==> src/design/bmp_24bit_pixel_stream_decoder_macros.svh <==
// Assertion macros shared by the bitmap decoder modules.
`ifndef BMP_24BIT_PIXEL_STREAM_DECODER_MACROS_SVH
`define BMP_24BIT_PIXEL_STREAM_DECODER_MACROS_SVH

`ifndef ASSERT_OFF
// Check that a property holds at every rising clock edge outside reset.
`define BMP24_ASSERT(lbl, ck, rn, prop, msg) \
    lbl: assert property (@(posedge ck) disable iff (!rn) prop) else $error(msg);
// Check that a condition never holds outside reset.
`define BMP24_ASSERT_NEVER(lbl, ck, rn, cond, msg) \
    lbl: assert property (@(posedge ck) disable iff (!rn) !(cond)) else $error(msg);
`else
`define BMP24_ASSERT(lbl, ck, rn, prop, msg)
`define BMP24_ASSERT_NEVER(lbl, ck, rn, cond, msg)
`endif

`endif

==> src/design/bmp24_pkg.sv <==
// Types and constants of the 24-bit bitmap stream decoder.
package bmp24_pkg;

    localparam int MAX_DIM    = 4096;
    localparam int DIM_W      = 13;
    localparam int ROW_W      = 15;
    localparam int FIFO_DEPTH = 4;
    localparam int FIFO_PTR_W = $clog2(FIFO_DEPTH);

    localparam logic [7:0]  SIG_B    = 8'h42;
    localparam logic [7:0]  SIG_M    = 8'h4D;
    localparam logic [31:0] HDR_V3   = 32'd40;
    localparam logic [31:0] HDR_OS2  = 32'd12;
    localparam logic [31:0] BPP_24   = 32'd24;
    localparam logic [31:0] END_V3   = 32'd54;
    localparam logic [31:0] END_OS2  = 32'd26;

    localparam logic [1:0] KIND_HEADER = 2'd0;
    localparam logic [1:0] KIND_PIXEL  = 2'd1;
    localparam logic [1:0] KIND_ERROR  = 2'd2;

    localparam logic [2:0] ERR_NONE       = 3'd0;
    localparam logic [2:0] ERR_SIGNATURE  = 3'd1;
    localparam logic [2:0] ERR_HEADER     = 3'd2;
    localparam logic [2:0] ERR_BPP        = 3'd3;
    localparam logic [2:0] ERR_COMPRESSED = 3'd4;
    localparam logic [2:0] ERR_SIZE       = 3'd5;
    localparam logic [2:0] ERR_OFFSET     = 3'd6;

    typedef struct packed {
        logic       file_start;
        logic [7:0] data_byte;
    } in_t;

    typedef struct packed {
        logic [1:0]       kind;
        logic [DIM_W-1:0] image_width;
        logic [DIM_W-1:0] image_height;
        logic [7:0]       red;
        logic [7:0]       green;
        logic [7:0]       blue;
        logic [2:0]       error_code;
        logic             last_pixel;
    } out_t;

    typedef struct packed {
        logic valid;
        out_t data;
    } res_t;

endpackage

==> src/design/bmp24_fifo.sv <==
// Back end: result queue between the parser and the result port.
`include "bmp_24bit_pixel_stream_decoder_macros.svh"

module bmp24_fifo
(
    input  logic            clk,
    input  logic            rst_n,
    input  bmp24_pkg::res_t wr,
    input  logic            rd,
    output logic            full,
    output logic            empty,
    output bmp24_pkg::out_t head
);

    bmp24_pkg::out_t                   mem [bmp24_pkg::FIFO_DEPTH];
    logic [bmp24_pkg::FIFO_PTR_W-1:0]  wr_ptr_reg, wr_ptr_next;
    logic [bmp24_pkg::FIFO_PTR_W-1:0]  rd_ptr_reg, rd_ptr_next;
    logic [bmp24_pkg::FIFO_PTR_W:0]    count_reg, count_next;
    logic                              do_wr;
    logic                              do_rd;

    assign full  = (count_reg == (bmp24_pkg::FIFO_PTR_W+1)'(bmp24_pkg::FIFO_DEPTH));
    assign empty = (count_reg == '0);
    assign do_wr = wr.valid && !full;
    assign do_rd = rd && !empty;
    assign head  = mem[rd_ptr_reg];

    always_comb
    begin
        wr_ptr_next = do_wr ? wr_ptr_reg + 1'b1 : wr_ptr_reg;
        rd_ptr_next = do_rd ? rd_ptr_reg + 1'b1 : rd_ptr_reg;
        count_next  = count_reg + {{bmp24_pkg::FIFO_PTR_W{1'b0}}, do_wr}
                                - {{bmp24_pkg::FIFO_PTR_W{1'b0}}, do_rd};
    end

    always_ff @(posedge clk)
    begin
        if (do_wr)
            mem[wr_ptr_reg] <= wr.data;
    end

    always_ff @(posedge clk or negedge rst_n)
    begin
        if (!rst_n)
        begin
            wr_ptr_reg <= '0;
            rd_ptr_reg <= '0;
            count_reg  <= '0;
        end
        else
        begin
            wr_ptr_reg <= wr_ptr_next;
            rd_ptr_reg <= rd_ptr_next;
            count_reg  <= count_next;
        end
    end

    `BMP24_ASSERT_NEVER(a_count_max, clk, rst_n, count_reg > (bmp24_pkg::FIFO_PTR_W+1)'(bmp24_pkg::FIFO_DEPTH), "queue count overflow")
    `BMP24_ASSERT(a_full_hold, clk, rst_n, full && !do_rd |=> count_reg == $past(count_reg), "queue count moved while full")

endmodule

==> config.mk <==
export PLATFORM = sky130hd
export DESIGN_NAME = bmp24_fifo
export DESIGN_NICKNAME = d
export VERILOG_FILES = /design/src/design/bmp24_pkg.sv /design/src/design/bmp24_fifo.sv
export VERILOG_INCLUDE_DIRS = /design/src /design/src/design
export SDC_FILE = /design/constraint.sdc
export NUM_CORES = 1
export LEC_CHECK = 0
export ABC_AREA = 1
export ABC_CLOCK_PERIOD_IN_PS = 6000
export CORE_MARGIN = 2
export CORE_UTILIZATION = 30
export DETAILED_ROUTE_END_ITERATION = 10
export DONT_BUFFER_PORTS = 1
export GPL_ROUTABILITY_DRIVEN = 0
export SETUP_SLACK_MARGIN = 0.02
export SYNTH_ARGS = -nofsm -noshare
export SYNTH_HDL_FRONTEND = slang
export SYNTH_SLANG_ARGS = --single-unit
==> constraint.sdc <==
create_clock -name clk -period 6 [get_ports clk]
set_input_delay 0.6 -clock clk [delete_from_list [all_inputs] [get_ports clk]]
set_output_delay 0.6 -clock clk [all_outputs]
set_load 0.05 [all_outputs]
==> results of run 1 <==
## worst max path at each step
stage,slack [ns],from,depth (start not counted),endpoint
after global routing,2.08,rd_ptr_reg[0],5,head[40]
after floorplan,2.43,wr[56],2,mem[0][0]
after CTS,2.27,rd_ptr_reg[0],5,head[31]
after detailed placement,2.84,rd_ptr_reg[0],5,head[31]
after global placement,2.87,rd_ptr_reg[0],5,head[35]
final,2.38,rd_ptr_reg[0],5,head[47]
## metal layers
layer | wire, microns | share of wire
met3 | 1490 | 0.082
met1 | 7490 | 0.41
met2 | 8710 | 0.48
met5 | 0 | 0
met4 | 370 | 0.020
## cells by family (layout without fill, tap and decap cells)
family | Yosys count | after routing | synth area share
buffers and inverters | 109 | 121 | 0.0555
flip-flops | 231 | 231 | 0.747
adder cells (fa/ha/maj) | 7 | 7 | 0.0103
AND/OR/NAND/NOR | 309 | 309 | 0.126
AO/OA/AOI/OAI | 112 | 112 | 0.0607
## area by class of cell
class	instances	area (sq um)
Fill cell	2951	20100
Sequential cell	231	6910
Multi-Input combinational cell	428	1850
Clock buffer	32	652
Tap cell	396	495
Inverter	72	273
Clock inverter	9	88.8
Timing Repair Buffer	8	62.6
## cells in the mapped netlist (2+ instances only)
cell type | instances | area share
buf_4 | 5 | 0.0041
edfxtp_1 | 224 | 0.73
nand3_1 | 4 | 0.0022
clkbuf_2 | 2 | 0.0011
ha_1 | 6 | 0.0081
o21ai_0 | 107 | 0.058
buf_2 | 12 | 0.0065
inv_2 | 2 | 0.00081
dfrtp_1 | 7 | 0.019
o21ai_1 | 5 | 0.0027
nor2_1 | 117 | 0.048
clkbuf_1 | 9 | 0.0037
buf_6 | 9 | 0.011
inv_1 | 70 | 0.028
nand2_1 | 187 | 0.076
## metrics by stage
| stage | hold slack (ns) | instance area [sq um] |
|---|---|---|
| floorplan | 0.304 | 9240 |
| global placement | 0.305 | 9580 |
| detailed placement | 0.305 | 9580 |
| CTS | 0.142 | 10300 |
| global route | 0.139 | 10300 |
| finish | 0.176 | 10300 |
## power groups by stage
stage               sequential, mW  combinational, mW  clock [mW]
global placement              2.29               2.30           0
global route                  2.30               2.49        1.52
detailed placement            2.30               2.32           0
finish                        2.26               2.26        1.41
floorplan                     2.23               2.08           0
CTS                           2.27               2.32        1.46
## timing repair
action                                  in CTS  in global routing
endpoints found under the hold margin        7                  0
hold buffers                                 1                  0
endpoints found under the setup margin       0                  0
==> summary.txt, run 1 <==
Finish
  • Most common cell after layout, fill and taps aside: edfxtp_1
  • Most frequent cells in the layout: 224 x edfxtp_1, 187 x nand2_1, 113 x nor2_1, 107 x o21ai_0, 70 x inv_1
  • Layout area overhead: 11.8%
  • Final design utilization: 0.340
  • Share of cells above drive strength 1: 0.0551
  • Nets: ~830
  • Finished Layout Cells: 1,176
  • Max reg flops: 224
  • # diodes: 0

Die
  • Die Y: 179 microns
  • Ports: 118
  • Row count: between 60 and 70
  • Die ar.: between 30,000 and 40,000 sq um
  • Core region area: 30,400 sq um
  • Die W: 179 microns
  • Initial core utilization: 0.304

STA
  • Pin slew with the least headroom to its limit: 1.02 ns
  • Highest clock rate: 276 MHz
  • Final Hold Viols: 0
  • Slew HR: 0.321
  • Post-route clock period utilization: 0.604
  • Setup TNS: 0 ns
  • Worst setup margin: 2.38 ns
  • Max Clock Skew: slightly below 0.009 ns
  • Final min period: around 3.6 ns
  • RSZ-0062 raised after global routing: no
  • Final slew viol count: 0
  • Final setup viols: 0

Power
  • Seq pwr share: 0.381
  • Net Sw Frac: 0.444
  • Clock power frac: 0.238
  • P_int: roughly 3.3 mW
  • Static leakage: 3.87 nW
  • Power per standard cell area: 575 nW/um^2
  • Final Power: 5.94 mW
  • Peak supply drop: 0.397 mV
  • P_sw: 2.64 mW
  • Combinational power share: 0.381

Run
  • Max_cap viols: 0

Clock network
  • # resized after CTS: 0
  • CTS tree: done
  • Post-CTS Setup Inserts: 0
  • Clock Tree Buf Depth: 3
  • Clk_lat worst skew: 0.51 ns
  • CTS Root Cell: clkbuf_16
  • H-tree lvl count: 1
  • CTS Buf Count: 24
  • Clk sinks: 231
  • Clock-pin slew on the worst setup and hold paths: 0.06 ns

Synthesis
  • Synthesis warning total: 0
  • Synth async-reset ratio: 0.0303
  • FF+latch count, synth: 231
  • Number of synthesized flops with an enable pin: 224
  • Top_reg_cell synth: edfxtp_1
  • Netlist cell types: 17
  • Mapped Cells: 768
  • Netlist Area Pre-Place: about 9200 sq um
  • Sequential cell area fraction in the yosys report: 0.747
  • Syn nets: around 840
  • Mapped Avg Cell Area: around 12 sq um

Global route
  • Global-route wire length before repair: 28,000 microns
  • GRT Overall Usage: 0.110
  • GRT Max-Usage Layer: met2
  • Met1 usage in global routing: 0.128
  • Met3 usage: 0.0387
  • Initial antenna violation count: 0
  • Vias in the first global route: 4,994
  • Largest net degree at the start of global routing: 96
  • Grt ovf: 0
  • Grt met2 use: 0.192

Worst hold path
  • Cell count of the worst hold path: 0
  • Hold endpoint: mem[3][27]
  • Worst hold start: wr[27]
  • HP Class: in2reg

Placement
  • DP Cell Count: 1,134
  • IO Port Bufs: 0
  • DPL Wire Length: between 10,000 and 15,000 microns
  • Worst slack at placement: 2.84 ns

Run status
  • Outcome: completed

Worst setup path
  • CP max FO: 95
  • Crit path launch type: register
  • Capture point of the worst reg-to-reg path: mem[1][26]
  • Setup slack, reg-to-reg: 3.39 ns
  • CP Buf/Inv Count: 1
  • Crit-path most repeated cell: nor2_1
  • Worst EP arrival: 3.02 ns
  • Delay-heaviest family, CP: flip-flops
  • R2R depth: 5
  • RR Startpoint: count_reg[1]
  • Slowest CP cell: dfrtp_4
  • CP peak stage delay: between 0.8 and 0.9 ns
  • Worst Path Class, Setup: reg2out
  • Crit end category: output pin
  • Crit-path cells: buf_4 -> nor2_1 -> nor2_1 -> o21ai_0 -> nand2_1
  • Data required, critical path: 5.40 ns

Routing
  • Detailed Route WL: about 18,000 microns
  • ANT nets after route: 0
  • WL/cell: 15.4 microns
  • Drt pass-1 iters: 4
  • Initial DRC Count: about 300
  • DRC: 0
  • Vias: 5,134
  • Vias/cell: approximately 4.4
Power figures use the tool's default switching activity.
==> run 2, diff against run 1 <==
--- a/config.mk
+++ b/config.mk
@@ -6,8 +6,8 @@
 export SDC_FILE = /design/constraint.sdc
 export NUM_CORES = 1
 export LEC_CHECK = 0
-export ABC_AREA = 1
-export ABC_CLOCK_PERIOD_IN_PS = 6000
+export ABC_AREA = 0
+export ABC_CLOCK_PERIOD_IN_PS = 3100
 export CORE_MARGIN = 2
 export CORE_UTILIZATION = 30
 export DETAILED_ROUTE_END_ITERATION = 10
==> constraint.sdc (replaced) <==
create_clock -name clk -period 3.1 [get_ports clk]
set_input_delay 0.31 -clock clk [delete_from_list [all_inputs] [get_ports clk]]
set_output_delay 0.31 -clock clk [all_outputs]
set_load 0.05 [all_outputs]
==> run 2 against run 1 <==
Against the previous run: non-clock buffer count grew 59; clock skew grew 0.0036 ns; sequential share of layout area shrank 0.90 points; count of clock-buffer cells in the layout shrank 6; cell count shrank 31%; critical endpoint is now head[22]; largest cell class unchanged; largest power group unchanged.
==> summary.txt, run 2 <==
Worst setup path
  • CP max FO: 56
  • Data required, critical path: between 2 and 3 ns
  • Worst Path Class, Setup: reg2out
  • Setup slack, reg-to-reg: 0.82 ns
  • Crit path launch type: register
  • Crit end category: output pin
  • Worst EP arrival: 2.17 ns

Synthesis
  • Synth top cells by count: 224 x edfxtp_1, 56 x mux4_2, 7 x dfrtp_1
  • Number of synthesized flops with an enable pin: ~220
  • Top_reg_cell synth: edfxtp_1
  • Synth area leader: edfxtp_1
  • Synth async-reset ratio: 0.0303
  • Mapped Cells: 334
  • Synth area leaders: edfxtp_1 78%, mux4_2 15%, dfrtp_1 2.0%
  • Sequential cell area fraction in the yosys report: 0.805
  • Syn nets: approximately 400
  • Netlist cell types: 21
  • Top cell type's share of synthesized area: 0.785
  • Count leader, synth: edfxtp_1
  • Synthesis warning total: 0
  • FF+latch count, synth: 231
  • Mapped Avg Cell Area: 25.7 sq um
  • Netlist Area Pre-Place: 8570 sq um

Die
  • Die W: around 170 microns
  • Core region area: 27,900 sq um
  • Ports: 118
  • Die ar.: around 30,000 sq um
  • Die Y: 173 microns
  • Initial core utilization: 0.307
  • Row count: 61

Power
  • Static leakage: around 3.3 nW
  • Net Sw Frac: 0.381
  • Seq pwr share: 0.389
  • Combinational power share: 0.357
  • Clock power frac: 0.254
  • Power per standard cell area: roughly 1100 nW/um^2
  • Peak supply drop: 0.582 mV
  • P_sw: 4.28 mW
  • P_int: 6.95 mW

Routing
  • WL/cell: 19.3 microns
  • Vias: 3,591
  • Initial DRC Count: approximately 240
  • ANT nets after route: 0
  • Drt pass-1 iters: 4
  • Vias/cell: roughly 4.4
  • DRC: 0
  • Detailed Route WL: 15,700 microns

Finish
  • Nets: 481
  • Most frequent cells in the layout: 224 x edfxtp_1, 59 x dlygate4sd3_1, 56 x mux4_2, 25 x clkbuf_16
  • Layout area overhead: 22.2%
  • Max reg flops: ~220
  • Fillers: 2,549
  • Finished Layout Cells: 811
  • Share of cells above drive strength 1: 0.251
  • Final design utilization: 0.375
  • Most common cell after layout, fill and taps aside: edfxtp_1

STA
  • Final Hold Viols: 0
  • Slew HR: 0.640
  • Highest clock rate: 403 MHz
  • Max Clock Skew: 0.0125 ns
  • Final slew viol count: 0
  • Final setup viols: 0
  • RSZ-0062 raised after global routing: no
  • Final min period: ~2.5 ns
  • Post-route clock period utilization: 0.800
  • Setup TNS: 0 ns
  • Pin slew with the least headroom to its limit: 0.541 ns
  • Worst setup margin: 0.619 ns

Worst hold path
  • HP Class: in2async

Clock network
  • H-tree lvl count: 1
  • Clk sinks: 231
  • Clk_lat worst skew: 0.51 ns
  • Clock-pin slew on the worst setup and hold paths: about 0.06 ns
  • Clock Tree Buf Depth: 3
  • CTS tree: done
  • CTS Buf Count: 24
  • CTS Root Cell: clkbuf_16
  • Post-CTS Setup Inserts: 0

Placement
  • IO Port Bufs: 0
  • Worst slack at placement: 0.827 ns
  • DP Cell Count: 707
  • DPL Wire Length: 9280 microns

Global route
  • Initial antenna violation count: 3
  • Vias in the first global route: around 4,100
  • Largest net degree at the start of global routing: 57
  • GRT Overall Usage: 0.106
  • Grt ovf: 0
  • Global-route wire length before repair: ~25,000 microns

Run
  • Max_cap viols: 0

Run status
  • Outcome: completed
run 2: cell count changes after synthesis, moves of 5 or more:
cell / previous run / this run
buf_6: 9 / 1
mux4_2: 0 / 56
inv_1: 70 / 6
buf_2: 12 / 4
o21ai_0: 107 / 0
nor2_1: 117 / 0
o21ai_1: 5 / 0
clkbuf_1: 9 / 2
nand2_1: 187 / 1
run 2: final cells by class:
type / count / area, sq um / area share
flip-flops and latches: 231 / 6910 / 0.659
well taps: 378 / 473 / 0.0451
clock buffers: 26 / 629 / 0.0601
clock inverters: 16 / 169 / 0.0161
multi-input cells: 84 / 1540 / 0.147
repair buffers: 67 / 726 / 0.0693
inverters: 6 / 22.5 / 0.00215
diodes: 3 / 7.51 / 0.000717
run 2: kinds of logic after synthesis:
kind of cell / share of synthesized area
compound gates: 0.00365
xor+xnor: 0.00409
fa+ha+maj: 0.0111
buf+inv: 0.0168
flops: 0.805
mux: 0.147
simple gates: 0.0121
run 2: worst paths after layout:
| check | from | end | cells after the start |
|---|---|---|---|
| max in group asynchronous | rst_n | rd_ptr_reg[0] | 1 |
| max | rd_ptr_reg[0] | head[22] | 2 |
| min reg2reg | rd_ptr_reg[0] | rd_ptr_reg[0] | 1 |
| min | rst_n | count_reg[1] | 1 |
| max reg2reg | count_reg[2] | count_reg[2] | 8 |
| min in group clk | wr[56] | count_reg[0] | 4 |
run 2: critical path, cell delays in order (launching register included):
cell,delay (ns)
dfrtp_4,0.44
buf_12,0.34
mux4_2,0.75
run 2: routing by layer:
| metal | GRT usage | up-vias | wire length (microns) |
|---|---|---|---|
| met5 | 0 | - | 0 |
| met4 | 0.0367 | 0 | 398 |
| met3 | 0.0332 | 31 | 1070 |
| met2 | 0.174 | 90 | 7620 |
| met1 | 0.132 | 1877 | 6570 |
| li1 | - | 1593 | - |
run 2: repair_timing:
item | CTS | global route
hold buffers | 59 | 0
endpoints found under the hold margin | 235 | 0
resized for setup | 0 | 0
run 2: power by group through the flow:
stage	Combinational (mW)	Clock [mW]	Sequential [mW]
2_1_floorplan	3.53	0	4.32
3_3_place_gp	3.99	0	4.40
3_5_place_dp	4.02	0	4.44
4_1_cts	4.11	2.95	4.38
5_1_grt	4.23	3.07	4.43
6_report	4.01	2.85	4.37
run 2: metrics by stage:
step | instance area, sq um | power (mW) | hold WS [ns]
global route | 10500 | 11.7 | 0.132
floorplan | 8570 | 7.85 | 0.0144
finish | 10500 | 11.2 | 0.132
global placement | 9080 | 8.39 | 0.0147
CTS | 10500 | 11.4 | 0.117
detailed placement | 9080 | 8.46 | 0.0146
